<file path="src/fws_pkg.sv">
`default_nettype none
package fws_pkg;

   localparam int TS_W      = 40;
   localparam int TAG_W     = 16;
   localparam int WIN_W     = 26;
   localparam int SPW_W     = 7;
   localparam int MINR_W    = 10;
   localparam int SLOT_W    = 6;
   localparam int FRAMES_W  = 11;
   localparam int RATE_W    = 24;
   localparam int STS_W     = 3;
   localparam int SCALED_W  = TS_W + SPW_W;
   localparam int US_W      = 20;
   localparam int Q_FRAC_W  = 8;
   localparam int CSR_IDX_W = 2;

   localparam int US_PER_SEC      = 1000000;
   localparam int FRAME_SLOTS_DEF = 1024;
   localparam int MAX_SLOTS_DEF   = 64;
   localparam int QUEUE_DEPTH     = 2;
   localparam int FRAMES_MAX      = 2047;

   localparam logic [WIN_W-1:0]  WINDOW_RST   = WIN_W'(10000000);
   localparam logic [SPW_W-1:0]  SAMPLES_RST  = SPW_W'(64);
   localparam logic [MINR_W-1:0] MIN_RATE_RST = MINR_W'(15);
   localparam logic [WIN_W-1:0]  MAX_GAP_RST  = WIN_W'(750000);

   localparam logic [WIN_W-1:0]  GAP_SAT  = '1;
   localparam logic [RATE_W-1:0] RATE_SAT = '1;

   typedef enum logic [CSR_IDX_W-1:0] {
      CSR_WINDOW,
      CSR_SAMPLES,
      CSR_MIN_RATE,
      CSR_MAX_GAP
   } csr_index_type;

   typedef enum logic [STS_W-1:0] {
      ST_BAD_TIME,
      ST_EMPTY,
      ST_BAD_FORMAT,
      ST_NONMONO,
      ST_SAMPLING,
      ST_LOW_RATE,
      ST_GAP,
      ST_READY
   } status_type;

   typedef struct packed {
      logic [WIN_W-1:0]  window_us;
      logic [SPW_W-1:0]  samples_per_window;
      logic [MINR_W-1:0] min_rate_fps;
      logic [WIN_W-1:0]  max_gap_us;
   } fws_cfg_type;

   typedef struct packed {
      logic              reject;
      status_type        status;
      logic [TS_W-1:0]   timestamp;
      logic [TAG_W-1:0]  tag;
   } fws_item_type;

   typedef struct packed {
      status_type          status;
      logic [SLOT_W-1:0]   slot;
      logic [TAG_W-1:0]    tag;
      logic [FRAMES_W-1:0] frames;
      logic [WIN_W-1:0]    gap;
      logic [RATE_W-1:0]   rate;
      logic                last;
   } fws_result_type;

   function automatic fws_result_type plain_result(input status_type st);
      fws_result_type r;
      r        = '0;
      r.status = st;
      r.last   = 1'b1;
      return r;
   endfunction

endpackage
`default_nettype wire

</file>
<file path="src/fws_queue.sv">
`default_nettype none
module fws_queue (
   input  wire logic             clock,
   input  wire logic             reset,
   input  fws_pkg::fws_item_type wr_item,
   input  wire logic             wr_valid,
   output logic                  wr_ready,
   output fws_pkg::fws_item_type rd_item,
   output logic                  rd_valid,
   input  wire logic             rd_ready
);

   localparam int DEPTH = fws_pkg::QUEUE_DEPTH;
   localparam int PW    = (DEPTH > 1) ? $clog2(DEPTH) : 1;
   localparam int NW    = $clog2(DEPTH + 1);

   fws_pkg::fws_item_type slots_ff [DEPTH];
   logic [PW-1:0]         wp_ff;
   logic [PW-1:0]         rp_ff;
   logic [NW-1:0]         fill_ff;
   logic                  push;
   logic                  pop;

   assign wr_ready = fill_ff != NW'(DEPTH);
   assign rd_valid = fill_ff != '0;
   assign rd_item  = slots_ff[rp_ff];
   assign push     = wr_valid && wr_ready;
   assign pop      = rd_valid && rd_ready;

   always_ff @(posedge clock) begin
      if (reset) begin
         wp_ff   <= '0;
         rp_ff   <= '0;
         fill_ff <= '0;
      end else begin
         if (push) begin
            wp_ff <= (wp_ff == PW'(DEPTH - 1)) ? '0 : wp_ff + PW'(1);
         end
         if (pop) begin
            rp_ff <= (rp_ff == PW'(DEPTH - 1)) ? '0 : rp_ff + PW'(1);
         end
         if (push && !pop) begin
            fill_ff <= fill_ff + NW'(1);
         end else if (pop && !push) begin
            fill_ff <= fill_ff - NW'(1);
         end
      end
      if (push) begin
         slots_ff[wp_ff] <= wr_item;
      end
   end

endmodule
`default_nettype wire

</file>
<file path="config.mk">
export PLATFORM = sky130hd
export DESIGN_NAME = fws_queue
export DESIGN_NICKNAME = d
export VERILOG_FILES = /design/src/fws_pkg.sv /design/src/fws_queue.sv
export SDC_FILE = /design/constraint.sdc
export NUM_CORES = 1
export LEC_CHECK = 0
export BUFFER_PORTS_ARGS = -buffer_cell sky130_fd_sc_hd__buf_2
export CELL_PAD_IN_SITES_DETAIL_PLACEMENT = 1
export CELL_PAD_IN_SITES_GLOBAL_PLACEMENT = 2
export CORE_MARGIN = 4
export CORE_UTILIZATION = 37
export CTS_CLUSTER_SIZE = 25
export DETAILED_ROUTE_END_ITERATION = 7
export PLACE_DENSITY = 0.89
export SKIP_LAST_GASP = 1
export SYNTH_ARGS = -nofsm -noshare
export SYNTH_HDL_FRONTEND = slang
export SYNTH_SLANG_ARGS = --single-unit
export TNS_END_PERCENT = 30
</file>
<file path="constraint.sdc">
create_clock -name clock -period 3.3 [get_ports clock]
set_input_delay 0.825 -clock clock [delete_from_list [all_inputs] [get_ports clock]]
set_output_delay 0.825 -clock clock [all_outputs]
set_load 0.01 [all_outputs]
</file>
* After elaboration in Yosys (flattened, before gate mapping)
Memories as Yosys holds them, arrays and structs flattened. A register that Yosys moved wholly into a read port is not among the register bits.
Cells that the tools add are included.
** Operators by class
- Equal/unequal tests :: 1
- Add/sub/neg operators :: 4
- Reduce and logical (&&, ||, !) cells :: 8
- Multiplexer cells :: 8
** Operator list (number)
- two-way mux 1 bit :: 6
- logical AND 1 bit :: 4
- two-way mux 2 bit :: 2
- nonzero test 2 bit :: 2
- adder 1 bit (second input constant) :: 2
- adder 2 x 1 -> 2 bit (second input constant) :: 1
- logical NOT 1 bit :: 2
- != test 2 bit (second input constant) :: 1
- subtractor 2 x 1 -> 2 bit (second input constant) :: 1
** Word-level totals
- Memories kept :: 1
- RAM bits :: 120
- Input bits :: 64
- Output and inout port bits :: 62
- Flip-flop bits (word level) :: 4
- Word-level logic and storage cells :: 25
** Memories
- slots_ff :: words 2, bits a word 60, rd ports 1, clocked after Yosys merged registers in 1, write ports 1, line fws_queue.sv:17 : fws_pkg::fws_item_type slots_ff [DEPTH];

* Depth between registers and ports, before layout
- Depth in word-level cells :: 6
- Depth in mapped cells :: 6
- Mapped depth without buffers :: 6

* Least setup slack after synthesis
No wires, ideal clock.
- Path type :: input -> register
- From :: input port wr_valid
- To :: memory slots_ff[1][0] in the netlist's numbering, enable pin
- Cell stages on the path :: 1
- Slack :: 586 ps
- Library setup time :: 424 ps
- Buffers on the path :: 0
- Arrival :: 2289 ps
- Cells stage by stage :: and3_1
** Between the ends
- Longest elaborated chain between the ends :: 3
** Ends and longest elaborated chain
- start, declared :: line fws_queue.sv:6 : input wire logic wr_valid,
- logical AND 1 bit :: line fws_queue.sv:27 : assign push = wr_valid && wr_ready;
- two-way mux 1 bit :: line fws_queue.sv:48 : if (push) begin
- two-way mux 1 bit (not written as such) :: line fws_queue.sv:49 : slots_ff[wp_ff] <= wr_item;
- end, declared :: line fws_queue.sv:17
No other way between the ends.

==> reports/qor.yml <==
synth_cells: 211
drv_slew: 0
avgSynthCellArea_um2: 21.5
cp_cell_sequence: "buf_4, mux2_2, buf_2"
dieArea_um2: 14100
initial_core_util_pct: 37.8
root_buffer: "clkbuf_16"
crit_family: "buffers and inverters"
rsz0062_at_grt: "no"
status: "complete, no violations"
cts_tree: "yes"
synth-edff-count: 120
fp.coreArea_um2: 12000
place_area_um2: 5370
power_density_nw_per_um2: 841
cp_slowest_cell: "mux2_2"
overflow: 0
ys_warn_count: 0
worstPathRequired_ns: 2.47
htreeDepth: 4
fin_worst_skew_ns: 0.00935
route.detailed.drc: 0
clk_path_buf_depth: 2
crit_buf_inv: 2
grt_use_total_pct: 13.4
fin_crit_ns: 2.52
final_area_um2: 6010
drt_pass1_iterations: 4
power_leakage_nw: 2.27
io_pins: 126
synth_nets: 276
fin_nets: 419
cts_sinks: 125
critPathCaptureType: "output pin"
netlist_area_um2: 4540
setup_viol: 0
ir_drop_uv: 503
synthArstFlopShare_pct: 0
hold_viol_final: 0
area_delta_synth_final_pct: 32.5
hp-class: "reg2reg"
rows: 40
synth_commonest_cells: "edfxtp_1 (120), mux2_2 (60), buf_2 (7), dfxtp_1 (5)"
yosysTopAreaCell: "edfxtp_1"
ys_top_cells_by_area: "edfxtp_1 (79%), mux2_2 (15%), dfxtp_1 (2.2%)"
yosysMostFrequentCell: "edfxtp_1"
finalCritPeriodShare_pct: 76.2
grt_pass1_vias: 2781
place_ws_ns: 1.10
max_stage_delay_ns: 0.42
die_w_um: 119
num_vias: 2415
cts_resized: 0
synth_top_area_share_pct: 79.4
startpoint_type: "flip-flop"
routabilityCongestion: 0.681
antenna_found_initial: 0
setup_ws_ns: 0.785
wl_per_cell_um: 17.6
ys_seq_elements: 125
ant_nets: 0
critPathArrivalTime_ns: 1.69
final_util_pct: 50.0
yosysSeqAreaShare_pct: 81.6
grt_pass1_wl_um: 14200
worstMarginPinSlew_ns: 0.453
slew-limit-headroom_pct: 69.8
worstSetupPathType: "reg2out"
path_max_fanout: 33
max_cap_violations: 0
cts_buffers: 17
clk_latency_ns: 0.42
drt-vias-per-instance: 4.69
fin_setup_tns_ns: 0
die_y_um: 119
portBuffers: 125
synth_cell_types: 17
grt_max_degree: 34
clkSlewWorstSetupHoldPaths_ns: 0.05
hold_buffers: 0
post_cts_buffers: 0
ys.flop_type: "edfxtp_1"
drive_gt1_share_pct: 61.9
wirelength_um: 9040
fmax_mhz: 398
dp_hpwl_um: 5900
drt_iter0_drc: 119
[registers in the layout, summed over array words and instances (netlist names), named ones only]
register	cells
fill_ff	2
rp_ff	1
slots_ff	120
wp_ff	1
[cell families (layout without fill, tap and decap cells)]
logic type               after synthesis  count (layout)  synth area share (%)
XOR/XNOR                               3               3                 0.579
AND/OR/NAND/NOR                        9               9                  1.10
buffers and inverters                  8             164                 0.855
adder cells (fa/ha/maj)                1               1                 0.276
AO/OA/AOI/OAI                          5               5                 0.662
flip-flops                           125             125                  81.6
multiplexers                          60              60                  14.9
other                                  0               1                     0
[power breakdown]
part,switching [W],internal [W]
registers,0.0000542,0.00199
logic,0.000556,0.000489
clock network,0.000652,0.00132
[stage by stage]
stage | total power [W] | hold WS (ns) | instances
2_1_floorplan | 0.00272 | 0.471 | 211
3_3_place_gp | 0.00311 | 0.484 | 482
3_5_place_dp | 0.00314 | 0.497 | 482
4_1_cts | 0.00515 | 0.519 | 514
5_1_grt | 0.00530 | 0.549 | 514
6_report | 0.00505 | 0.513 | 515
[worst min-delay path: stages, from the launching register on]
cell	delay (ns)
dfxtp_1	0.32
xor2_1	0.08
nor2_1	0.08
[per-layer routing]
layer | GRT usage, % | vias up | share of wire, %
met5 | 0 | - | 0
met1 | 14.5 | 1184 | 40
met2 | 22.5 | 88 | 52
li1 | - | 1122 | -
met4 | 7.24 | 0 | 2.1
met3 | 5.41 | 21 | 6.3
[layout by cell type (no fill, tap or decap)]
| master | n |
|---|---|
| a21bo_2 | 1 |
| a21oi_1 | 2 |
| and2_1 | 1 |
| and3_2 | 1 |
| buf_12 | 1 |
| buf_2 | 125 |
| buf_4 | 5 |
| bufinv_16 | 4 |
| clkbuf_1 | 1 |
| clkbuf_16 | 17 |
| clkbuf_8 | 3 |
| clkinv_2 | 3 |
| clkinvlp_4 | 4 |
| dfxtp_1 | 4 |
| dfxtp_2 | 1 |
| diode_2 | 1 |
| edfxtp_1 | 120 |
| ha_1 | 1 |
| inv_2 | 1 |
| mux2_2 | 60 |
| nand2b_1 | 1 |
| nand3b_1 | 1 |
| nor2_1 | 3 |
| o21ai_0 | 2 |
| or2_2 | 1 |
| or3_1 | 1 |
| xor2_1 | 3 |
[layout make-up]
cell class / count / area, um^2
Sequential cell: 125 / 3700
Inverter: 1 / 3.75
Multi-Input combinational cell: 78 / 796
Tap cell: 147 / 184
Antenna cell: 1 / 2.50
Clock buffer: 21 / 470
Fill cell: 1162 / 6000
Clock inverter: 11 / 165
Timing Repair Buffer: 131 / 683
[path summary, 6_finish.rpt]
path / from / end / slack [ns] / depth (start not counted)
max: flip-flop / rd_item[40] / 0.78 / 3
min: rp_ff$_SDFFE_PP0P_ / rp_ff$_SDFFE_PP0P_ / 0.51 / 2
max reg2reg: fill_ff[0]$_SDFFE_PP0P_ / slots_ff[0][1]$_DFFE_PP_ / 1.47 / 4
min reg2reg: rp_ff$_SDFFE_PP0P_ / rp_ff$_SDFFE_PP0P_ / 0.51 / 2
Power figures use the tool's default switching activity.
