`src/fws_pkg.sv`:
```
`default_nettype none
package fws_pkg;

   localparam int TS_W      = 40;
   localparam int TAG_W     = 16;
   localparam int WIN_W     = 26;
   localparam int SPW_W     = 7;
   localparam int MINR_W    = 10;
   localparam int SLOT_W    = 6;
   localparam int FRAMES_W  = 11;
   localparam int RATE_W    = 24;
   localparam int STS_W     = 3;
   localparam int SCALED_W  = TS_W + SPW_W;
   localparam int US_W      = 20;
   localparam int Q_FRAC_W  = 8;
   localparam int CSR_IDX_W = 2;

   localparam int US_PER_SEC      = 1000000;
   localparam int FRAME_SLOTS_DEF = 1024;
   localparam int MAX_SLOTS_DEF   = 64;
   localparam int QUEUE_DEPTH     = 2;
   localparam int FRAMES_MAX      = 2047;

   localparam logic [WIN_W-1:0]  WINDOW_RST   = WIN_W'(10000000);
   localparam logic [SPW_W-1:0]  SAMPLES_RST  = SPW_W'(64);
   localparam logic [MINR_W-1:0] MIN_RATE_RST = MINR_W'(15);
   localparam logic [WIN_W-1:0]  MAX_GAP_RST  = WIN_W'(750000);

   localparam logic [WIN_W-1:0]  GAP_SAT  = '1;
   localparam logic [RATE_W-1:0] RATE_SAT = '1;

   typedef enum logic [CSR_IDX_W-1:0] {
      CSR_WINDOW,
      CSR_SAMPLES,
      CSR_MIN_RATE,
      CSR_MAX_GAP
   } csr_index_type;

   typedef enum logic [STS_W-1:0] {
      ST_BAD_TIME,
      ST_EMPTY,
      ST_BAD_FORMAT,
      ST_NONMONO,
      ST_SAMPLING,
      ST_LOW_RATE,
      ST_GAP,
      ST_READY
   } status_type;

   typedef struct packed {
      logic [WIN_W-1:0]  window_us;
      logic [SPW_W-1:0]  samples_per_window;
      logic [MINR_W-1:0] min_rate_fps;
      logic [WIN_W-1:0]  max_gap_us;
   } fws_cfg_type;

   typedef struct packed {
      logic              reject;
      status_type        status;
      logic [TS_W-1:0]   timestamp;
      logic [TAG_W-1:0]  tag;
   } fws_item_type;

   typedef struct packed {
      status_type          status;
      logic [SLOT_W-1:0]   slot;
      logic [TAG_W-1:0]    tag;
      logic [FRAMES_W-1:0] frames;
      logic [WIN_W-1:0]    gap;
      logic [RATE_W-1:0]   rate;
      logic                last;
   } fws_result_type;

   function automatic fws_result_type plain_result(input status_type st);
      fws_result_type r;
      r        = '0;
      r.status = st;
      r.last   = 1'b1;
      return r;
   endfunction

endpackage
`default_nettype wire

```
`src/fws_channels.sv`:
```
`default_nettype none
interface fws_req_if;
   logic                      valid;
   logic                      ready;
   logic [fws_pkg::TS_W-1:0]  timestamp_us;
   logic                      time_ok;
   logic                      roi_empty;
   logic                      format_bad;
   logic [fws_pkg::TAG_W-1:0] frame_tag;

   modport source(output valid, timestamp_us, time_ok, roi_empty, format_bad, frame_tag,
                  input ready);
   modport sink(input valid, timestamp_us, time_ok, roi_empty, format_bad, frame_tag,
                output ready);
endinterface

`default_nettype wire

```
`src/fws_front.sv`:
```
`default_nettype none
module fws_front (
   input  wire logic            clock,
   input  wire logic            reset,
   fws_req_if.sink              req_bus,
   output fws_pkg::fws_item_type item,
   output logic                 item_valid,
   input  wire logic            item_ready
);

   fws_pkg::fws_item_type item_ff;
   fws_pkg::fws_item_type item_in;
   logic                  valid_ff;

   assign req_bus.ready = !valid_ff || item_ready;
   assign item          = item_ff;
   assign item_valid    = valid_ff;

   // flag checks in priority order; the back end settles monotonic order
   always_comb begin
      item_in           = '0;
      item_in.timestamp = req_bus.timestamp_us;
      item_in.tag       = req_bus.frame_tag;
      item_in.status    = fws_pkg::ST_READY;
      priority if (!req_bus.time_ok) begin
         item_in.reject = 1'b1;
         item_in.status = fws_pkg::ST_BAD_TIME;
      end else if (req_bus.roi_empty) begin
         item_in.reject = 1'b1;
         item_in.status = fws_pkg::ST_EMPTY;
      end else if (req_bus.format_bad) begin
         item_in.reject = 1'b1;
         item_in.status = fws_pkg::ST_BAD_FORMAT;
      end else begin
         item_in.reject = 1'b0;
      end
   end

   always_ff @(posedge clock) begin
      if (reset) begin
         valid_ff <= 1'b0;
      end else if (req_bus.ready) begin
         valid_ff <= req_bus.valid;
      end
      if (req_bus.valid && req_bus.ready) begin
         item_ff <= item_in;
      end
   end

endmodule
`default_nettype wire

```
`src/flat_wrapper.sv`:
```
// flat-port wrapper written by rule: the top's interface ports become plain ports
module fws_front_flat 
  (clock, reset, item, item_valid, item_ready, req_bus_valid, req_bus_timestamp_us, req_bus_time_ok, req_bus_roi_empty, req_bus_format_bad, req_bus_frame_tag, req_bus_ready);
  fws_req_if req_bus_i ();
  input  wire logic clock;
  input  wire logic reset;
  output fws_pkg::fws_item_type item;
  output logic item_valid;
  input  wire logic item_ready;
  input wire logic [$bits(req_bus_i.valid)-1:0] req_bus_valid;
  input wire logic [$bits(req_bus_i.timestamp_us)-1:0] req_bus_timestamp_us;
  input wire logic [$bits(req_bus_i.time_ok)-1:0] req_bus_time_ok;
  input wire logic [$bits(req_bus_i.roi_empty)-1:0] req_bus_roi_empty;
  input wire logic [$bits(req_bus_i.format_bad)-1:0] req_bus_format_bad;
  input wire logic [$bits(req_bus_i.frame_tag)-1:0] req_bus_frame_tag;
  output wire logic [$bits(req_bus_i.ready)-1:0] req_bus_ready;
  assign req_bus_i.valid = req_bus_valid;
  assign req_bus_i.timestamp_us = req_bus_timestamp_us;
  assign req_bus_i.time_ok = req_bus_time_ok;
  assign req_bus_i.roi_empty = req_bus_roi_empty;
  assign req_bus_i.format_bad = req_bus_format_bad;
  assign req_bus_i.frame_tag = req_bus_frame_tag;
  assign req_bus_ready = req_bus_i.ready;
  fws_front u_core (.clock(clock), .reset(reset), .req_bus(req_bus_i), .item(item), .item_valid(item_valid), .item_ready(item_ready));
endmodule
```
`config.mk`:
```
export PLATFORM = sky130hd
export DESIGN_NAME = fws_front_flat
export DESIGN_NICKNAME = d
export VERILOG_FILES = /design/src/fws_pkg.sv /design/src/fws_channels.sv /design/src/fws_front.sv /design/src/flat_wrapper.sv
export SDC_FILE = /design/constraint.sdc
export NUM_CORES = 1
export LEC_CHECK = 0
export BUFFER_PORTS_ARGS = -buffer_cell sky130_fd_sc_hd__buf_2
export CAP_MARGIN = 30
export CORE_MARGIN = 3
export CORE_UTILIZATION = 41
export DETAILED_ROUTE_END_ITERATION = 12
export GPL_TIMING_DRIVEN = 0
export PLACE_DENSITY = 0.88
export SLEW_MARGIN = 20
export SYNTH_ARGS = -nofsm -noshare
export SYNTH_HDL_FRONTEND = slang
export SYNTH_SLANG_ARGS = --single-unit
```
`constraint.sdc`:
```
create_clock -name clock -period 2.7 [get_ports clock]
set_input_delay 0.54 -clock clock [delete_from_list [all_inputs] [get_ports clock]]
set_output_delay 0.54 -clock clock [all_outputs]
set_load 0.02 [all_outputs]
```
Yosys cells after proc, flatten, opt, wreduce, memory -nomap -nowiden. Index checks and enable logic that the tools add are counted.

Equal/unequal tests: 0. Bitwise operators: 1. Shifts and indexed selects: 0. Multiply operators: 0. Reduce and logical (&&, ||, !) cells: 4. Div/mod/pow operators: 0. Magnitude comparators: 0. Mux-type cells: 3. Add/sub/neg operators: 0.

Operators with widths (count): 3-bit 2-to-1 mux (1); 1-bit 2-to-1 mux (2); 2-bit OR reduction (1); 1-bit logical AND (1); 1-bit zero test (1); 1-bit logical OR (1); 1-bit NOT (1).

Latch bits: 0. Word-level logic and storage cells: 14. Memories: 0. Output and inout bits: 62. Register bits after elaboration: 61. Memory bits (read-only): 0. Bits in writable memories: 0.

Depth between registers and ports, before layout. Gate-level depths: netlist (run 1).

Depth after elaboration: 3. Mapped depth: 2.

Worst setup path after synthesis (run 1). OpenSTA, ideal clock, no wires.

Kind: in2reg. Start point: input port item_ready. End point: register u_core.item_ff, in the netlist u_core.item[0] (enable). Cell stages on the path: 2. Path slack: 0.133 ns. Required time: 2.276 ns. Arrival: 2.142 ns. Cells stage by stage: nand2b_4 and2_1.

Longest elaborated chain between the ends: 2.

Ends and longest elaborated chain: start: declaration (line flat_wrapper.sv:9) `input wire logic item_ready;`; 1-bit logical OR (line fws_front.sv:15) `assign req_bus.ready = !valid_ff || item_ready;`; 1-bit logical AND (line fws_front.sv:45) `if (req_bus.valid && req_bus.ready) begin`; end signal: assignment (line fws_front.sv:46) `item_ff <= item_in;`; end: declaration (line fws_front.sv:11) `fws_pkg::fws_item_type item_ff;`.

No other way between the ends. A chain may end at the register's enable or synchronous reset.

Final worst setup path (run 1).
Start point: input port item_ready. End point: output port req_bus_ready.

Longest elaborated chain between the ends: 1.

Ends and longest elaborated chain: 1-bit logical OR (line fws_front.sv:15); end: declaration (line flat_wrapper.sv:16) `output wire logic [$bits(req_bus_i.ready)-1:0] req_bus_ready;`.

No other way between the ends.

==> impl_summary.log, run 1 <==
INFO  metric outcome = finished, final reports clean
INFO  metric met3WireLength = 645 um
INFO  metric drt-initial-drc-count = 55
INFO  metric setup_viol_count_final = 0
INFO  metric layout_area_overhead = 46.4%
INFO  metric synth.ff_latch_count = 61
INFO  metric cts_buffers = 9
INFO  metric fin_worst_skew = 0.00496 ns
INFO  metric core_area = 0.00441 mm^2
INFO  metric post_synth_num_cell_types = 10
INFO  metric drtAntennaViolNets = 0
INFO  metric wl_met2 = 2.15 mm
INFO  metric r2r_setup_slack = 1.25 ns
INFO  metric final-hold-violation-count = 0
INFO  metric worst_ir_drop_vdd = 0.000555 V
INFO  metric clkLatencyLatePin = 0.33 ns
INFO  metric crit_path_end_kind = primary output
INFO  metric total_grt_overflow = 0
INFO  metric wl_met1 = 1.31 mm
INFO  metric cts.reportedPaths.clkPinSlew = 0.06 ns
INFO  metric clock-sinks = 61
INFO  metric cts_tree = yes
INFO  metric max_cap_viol_count = 0
INFO  metric route.detailed.vias_per_inst = 4.53
INFO  metric syn-num-nets = 133
INFO  metric required = 2.16 ns
INFO  metric postLayoutCellArea = 0.00277 mm^2
INFO  metric gpl.final_weighted_congestion = 0.703
INFO  metric setup_repair_after_global_routing_missed_its_margin = false
INFO  metric route.top_layer_used = met4
INFO  metric dieArea = 0.00547 mm^2
INFO  metric static-leakage-power = 1.21 nW
INFO  metric grt_pass1_wl = 5.89 mm
INFO  metric placed_area = 0.00258 mm^2
INFO  metric cp_max_fo = 3
INFO  metric timing.max_slew.rel_slack = 49.7%
INFO  metric critical_path_arrival = 0.93 ns
INFO  metric dr.pass1.iters = 4
INFO  metric final_period_minus_worst_setup_slack = 1.47 ns
INFO  metric grt.total_usage = 16.1%
INFO  metric post_route_cells_drive_above_1_share = 68.1%
INFO  metric syn-mean-instance-area = 27.0 um^2
INFO  metric critPathLaunch = item_ready
INFO  metric instances_no_fill = 262
INFO  metric yosysWarningCount = 0
INFO  metric period_share = 54.4%
INFO  metric routed_via_count = 1187
INFO  metric drt_wl_total = 4.18 mm
INFO  metric regToRegEndpoint = u_core.item[33]$_DFFE_PP_
INFO  metric worstMarginPinSlew = 0.755 ns
INFO  metric fp.dieW = 74.0 um
INFO  metric design.portCount = 125
INFO  metric n_antenna_cell = 0
INFO  metric grt_pass1_vias = 1269
INFO  metric clock_tree.root_cell = clkbuf_8
INFO  metric r2r.worst_path.cells = 2
INFO  metric postCtsSetupRepairBufs = 0
INFO  metric floorplan.die.height = 74.0 um
INFO  metric dp_cells = 246
INFO  metric number_of_remaining_drc_errors = 0
INFO  metric std_cell_rows = 24
INFO  metric initial_utilization = 42.9%
INFO  metric syn_std_cell_area = 0.00189 mm^2
INFO  metric nets = 268
INFO  metric power.density = 751 mW/mm^2
INFO  metric rr_startpoint = u_core.item_valid$_SDFFE_PP0P_
INFO  metric critical_path.startpoint_type = input port
INFO  metric worstSetupPathType = in -> out
INFO  metric port-buffer-count = 124
INFO  metric postLayoutSetupSlackWorst = 1.23 ns
INFO  metric synthesized_instance_count = 70
INFO  metric synth.yosys.seq_area_share = 96.2%
INFO  metric fmax = 0.681 GHz
INFO  metric endpoint = req_bus_ready
INFO  metric pin_count_of_the_biggest_net_entering_global_routing = 61
INFO  metric cts_buffer_depth = 2
INFO  metric dpl_worst_slack = 0.907 ns
INFO  metric post_drt_wl_per_cell = 16.0 um
INFO  metric count_of_instances_resized_after_the_clock_tree_is_built = 0
INFO  metric htree_num_levels = 3
INFO  metric post_cts_hold_buffer_count = 0
INFO  metric grt_antenna_before_repair = 0
INFO  metric hold_class = in -> reg
INFO  metric slew_violations = 0
## kinds of logic after synthesis
kind of cell	Yosys count	share of synthesized area, %
compound gates	2	0.859
buf+inv	2	0.397
flops	61	96.2
simple gates	5	2.51
## final cells by class
type	instances	area [um^2]
sequential	61	1820
fill	330	1640
timing repair buffer	124	621
clock buffer	9	124
multi-input combinational	7	66.3
clock inverter	7	66.3
tap	52	65.1
inverter	2	7.51
## power breakdown
group          switching, mW  internal [mW]  total [mW]
logic                  0.126         0.0710       0.197
registers             0.0127           1.11        1.12
clock network          0.348          0.419       0.766
total                  0.486           1.60        2.08
## flip-flops by register name, summed over array words and instances, names as in the netlist
signal and cells:
u_core.item 60, u_core.item_valid 1
## Yosys cell counts, drive strengths merged
| master | number | area, um^2 |
|---|---|---|
| and2 | 1 | 6.26 |
| dfxtp | 1 | 20.0 |
| a21boi | 1 | 7.51 |
| nand2b | 2 | 20.0 |
| edfxtp | 60 | 1800 |
| nor2b | 1 | 13.8 |
| inv | 2 | 7.51 |
| a21oi | 1 | 8.76 |
| and2b | 1 | 7.51 |
## worst min path at each step
stage / from / endpoint / slack, ns / depth (start not counted)
6_report: reset / u_core.item_valid$_SDFFE_PP0P_ / 0.37 / 2
5_1_grt: reset / u_core.item_valid$_SDFFE_PP0P_ / 0.35 / 2
4_1_cts: reset / u_core.item_valid$_SDFFE_PP0P_ / 0.36 / 2
3_5_place_dp: u_core.item_valid$_SDFFE_PP0P_ / u_core.item_valid$_SDFFE_PP0P_ / 0.49 / 2
3_3_place_gp: u_core.item_valid$_SDFFE_PP0P_ / u_core.item_valid$_SDFFE_PP0P_ / 0.50 / 2
2_1_floorplan: reset / u_core.item_valid$_SDFFE_PP0P_ / 0.60 / 1
## stage by stage
step                setup TNS (ns)  utilization [%]  total power, mW  hold slack [ns]
floorplan                        0                -             1.24            0.602
global placement            -14.95             58.4             1.33            0.497
detailed placement               0             58.5             1.34            0.493
CTS                              0             62.8             2.10            0.355
global route                     0             62.8             2.16            0.349
finish                           0             62.8             2.08            0.371
## critical path, cell delays in order
cell and delay, ns:
buf_2 0.09, nand2b_4 0.14, buf_2 0.16
## placed cells by master, fill, tap and decap left out
cell	synthesis	final
buf_2	0	124
clkinv_1	0	1
and2_4	0	1
a21boi_1	1	1
nand2b_1	1	1
edfxtp_1	60	60
inv_1	2	2
nor2b_4	1	1
nand2b_4	1	1
clkinv_2	0	2
and2b_1	1	1
bufinv_16	0	1
a21oi_2	1	1
dfxtp_1	1	1
clkbuf_8	0	9
clkinvlp_4	0	3
## per-layer routing
layer / vias up / track usage (%)
li1: 547 / -
met3: 8 / 12.4
met2: 81 / 26.1
met5: - / 0
met1: 551 / 14.3
met4: 0 / 8.45
(Power assumes the default switching activity.)
==> run 2, diff against run 1 <==
ABC_AREA = 1   (was not set)
CORE_UTILIZATION = 37   (was 41)
PLACE_DENSITY = 0.84   (was 0.88)
clock period = 1.2 ns   (was 2.7 ns; I/O delays follow)
==> impl_summary.log, run 2 <==
INFO  metric critical_path_arrival = 0.93 ns (about the same)
INFO  metric clock-sinks = 61 (unchanged)
INFO  metric layout_area_overhead = 52.2%
INFO  metric syn-num-nets = 136 (+2.3%)
INFO  metric syn_std_cell_area = 0.00187 mm^2 (-0.99%)
INFO  metric routed_via_count = 1193 (+0.51%)
INFO  metric std_cell_rows = 25 (+4.2%)
INFO  metric totalPowerFinal = 4.66 mW (+120%)
INFO  metric fmax = 0.856 GHz
INFO  metric post_drt_wl_per_cell = 14.1 um (-12%)
INFO  metric cts_buffer_depth = 2 (unchanged)
INFO  metric grt.total_usage = 13.8% (-2.3 points)
INFO  metric post_cts_hold_buffer_count = 0 (unchanged)
INFO  metric max_cap_viol_count = 0 (unchanged)
INFO  metric post-synth-top-area-fraction = 96.1% (+0.95 points)
INFO  metric total_grt_overflow = 0 (unchanged)
INFO  metric post_route_cells_drive_above_1_share = 67.3% (-0.81 points)
INFO  metric postSynth.topFlopCell = edfxtp_1
INFO  metric clock_tree.root_cell = clkbuf_8
INFO  metric postLayoutSetupSlackWorst = 0.0321 ns (-1.20 ns)
INFO  metric synth.cells.most_frequent = edfxtp_1 (60), inv_1 (4), a21oi_1 (2), nor2_1 (2)
INFO  metric instances_no_fill = 284 (+8.4%)
INFO  metric timing.max_slew.rel_slack = 80.5% (+31 points)
INFO  metric tns = 0 ns (unchanged)
INFO  metric dpl_worst_slack = -0.209 ns (-1.12 ns)
INFO  metric number_of_remaining_drc_errors = 0 (unchanged)
INFO  metric slew_violations = 0 (unchanged)
INFO  metric cpMaxStageDelayCell = dfxtp_4
INFO  metric synthesized_instance_count = 73 (+4.3%)
INFO  metric power.density = 1630 mW/mm^2 (+120%)
INFO  metric dp_hpwl = 2.95 mm
INFO  metric number_of_flip_flops_in_the_largest_register = 60 (unchanged)
INFO  metric hold-worst-slack = 0.0668 ns (-0.304 ns)
INFO  metric critical_path_cell_sequence = nand2_1, buf_6
INFO  metric synth.area.top_cells = edfxtp_1 (96%), dfxtp_1 (1.1%), inv_1 (0.80%)
INFO  metric gpl.final_weighted_congestion = 0.699 (-0.65%)
INFO  metric dieArea = 0.00596 mm^2 (+8.9%)
INFO  metric floorplan.die.height = 77.2 um (+4.4%)
INFO  metric fin_worst_skew = 0.00628 ns (+0.00132 ns)
INFO  metric design.portCount = 125 (unchanged)
INFO  metric yosysWarningCount = 0 (unchanged)
INFO  metric number_of_enable_flip_flop_cells_after_synthesis = 60 (unchanged)
INFO  metric n_antenna_cell = 0 (unchanged)
INFO  metric setup_viol_count_final = 0 (unchanged)
INFO  metric static-leakage-power = 1.25 nW (+3.4%)
INFO  metric worst_path_dominant_cell_family = flip-flops
INFO  metric pin_count_of_the_biggest_net_entering_global_routing = 28 (-54%)
INFO  metric utilization = 59.2% (-3.6 points)
INFO  metric final_period_minus_worst_setup_slack = 1.17 ns
INFO  metric cts.reportedPaths.clkPinSlew = 0.06 ns (about the same)
INFO  metric synth_top_cell_by_area = edfxtp_1
INFO  metric most-common-layout-cells = buf_2 (123), edfxtp_1 (60), clkbuf_8 (9)
INFO  metric clkLatencyLatePin = 0.32 ns (about the same)
INFO  metric grt_antenna_before_repair = 0 (unchanged)
INFO  metric post_synth_num_cell_types = 9 (-1)
INFO  metric dr.pass1.iters = 4 (unchanged)
INFO  metric cp_max_fo = 3 (unchanged)
INFO  metric synth.yosys.seq_area_share = 97.2% (+0.96 points)
INFO  metric dp_cells = 266 (+8.1%)
INFO  metric cp_slowest_stage_delay = 0.37 ns (+0.21 ns)
INFO  metric drtAntennaViolNets = 0 (unchanged)
INFO  metric mostFrequentLayoutCell = buf_2
INFO  metric period_share = 97.3%
INFO  metric nets = 275 (+2.6%)
INFO  metric cts_tree = yes
INFO  metric critical_path.startpoint_type = register
INFO  metric worst_ir_drop_vdd = 0.000931 V (+68%)
INFO  metric final-hold-violation-count = 0 (unchanged)
INFO  metric outcome = finished, final reports clean
INFO  metric route.detailed.vias_per_inst = 4.20 (-7.3%)
INFO  metric postSynth.asyncResetShare = 0% (unchanged)
INFO  metric critical_path_buffers_and_inverters = 1 (-1)
INFO  metric yosysMostFrequentCell = edfxtp_1
INFO  metric worstMarginPinSlew = 0.292 ns (-0.463 ns)
INFO  metric drt_wl_total = 4.00 mm (-4.3%)
INFO  metric drt-initial-drc-count = 27 (-51%)
INFO  metric crit_path_end_kind = primary output
INFO  metric synth.ff_latch_count = 61 (unchanged)
INFO  metric hold_class = in -> reg
INFO  metric worstSetupPathType = reg -> out
INFO  metric syn-mean-instance-area = 25.7 um^2 (-5.1%)
INFO  metric grt_pass1_vias = 1288 (+1.5%)
INFO  metric required = 0.96 ns (-1.20 ns)
INFO  metric postLayoutCellArea = 0.00285 mm^2 (+2.9%)
INFO  metric grt_pass1_wl = 5.97 mm (+1.3%)
INFO  metric htree_num_levels = 3 (unchanged)
INFO  metric core_area = 0.00482 mm^2 (+9.1%)
INFO  metric port-buffer-count = 124 (unchanged)
INFO  metric cts_buffers = 9 (unchanged)
INFO  metric initial_utilization = 38.9% (-4.0 points)
INFO  metric placed_area = 0.00265 mm^2 (+2.6%)
INFO  metric fp.dieW = 77.2 um (+4.4%)
[run 2: cell count changes after synthesis, sizes merged]
| cell | previous run | this run |
|---|---|---|
| nand2 | 0 | 2 |
| inv | 2 | 5 |
| nor2 | 0 | 3 |
| a21oi | 1 | 2 |
| nand2b | 2 | 0 |
| nor2b | 1 | 0 |
| and2 | 1 | 0 |
| a21boi | 1 | 0 |
| and2b | 1 | 0 |
[run 2: path summary, 6_finish.rpt]
check	to	slack [ns]	cells after the start	start
setup / recovery	req_bus_ready	0.03	2	u_core.item_valid$_SDFFE_PP0P_
hold reg to reg	u_core.item_valid$_SDFFE_PP0P_	0.59	2	u_core.item_valid$_SDFFE_PP0P_
hold / removal	u_core.item_valid$_SDFFE_PP0P_	0.07	2	reset
setup reg to reg	u_core.item[41]$_DFFE_PP_	0.03	2	u_core.item_valid$_SDFFE_PP0P_
[run 2: cell families (layout without fill, tap and decap cells)]
| group | after synthesis | after routing | synth area share [%] |
|---|---|---|---|
| flops | 61 | 61 | 97.2 |
| compound gates | 2 | 2 | 0.534 |
| simple gates | 5 | 5 | 1.27 |
| buf+inv | 5 | 149 | 1.00 |
[run 2: layer usage]
| layer | vias up | GRT usage (%) | wire length [um] |
|---|---|---|---|
| li1 | 559 | - | - |
| met1 | 538 | 13.5 | 1350 |
| met2 | 86 | 22.0 | 2030 |
| met3 | 10 | 7.16 | 559 |
| met4 | 0 | 10.1 | 65 |
| met5 | - | 0 | 0 |
[run 2: report_power, final]
| group | leakage, nW | total (mW) | internal, mW | switching (mW) |
|---|---|---|---|---|
| sequential | 0.589 | 2.52 | 2.49 | 0.0280 |
| clock | 0.0907 | 1.67 | 0.945 | 0.720 |
| combinational | 0.567 | 0.476 | 0.185 | 0.292 |
| total | 1.25 | 4.66 | 3.62 | 1.04 |
[run 2: timing repair]
item                       CTS  global route
setup endpoints to repair   50            28
setup buffers                2             0
cloned                       0             0
resized for setup            0             2
pin swaps                    1             1
[run 2: layout make-up]
cell class	instances	area [um^2]
clock buffer	11	131
clock inverter	5	51.3
timing repair buffer	128	697
sequential	61	1830
fill	391	1960
inverter	5	18.8
tap	67	83.8
multi-input combinational	7	45.0
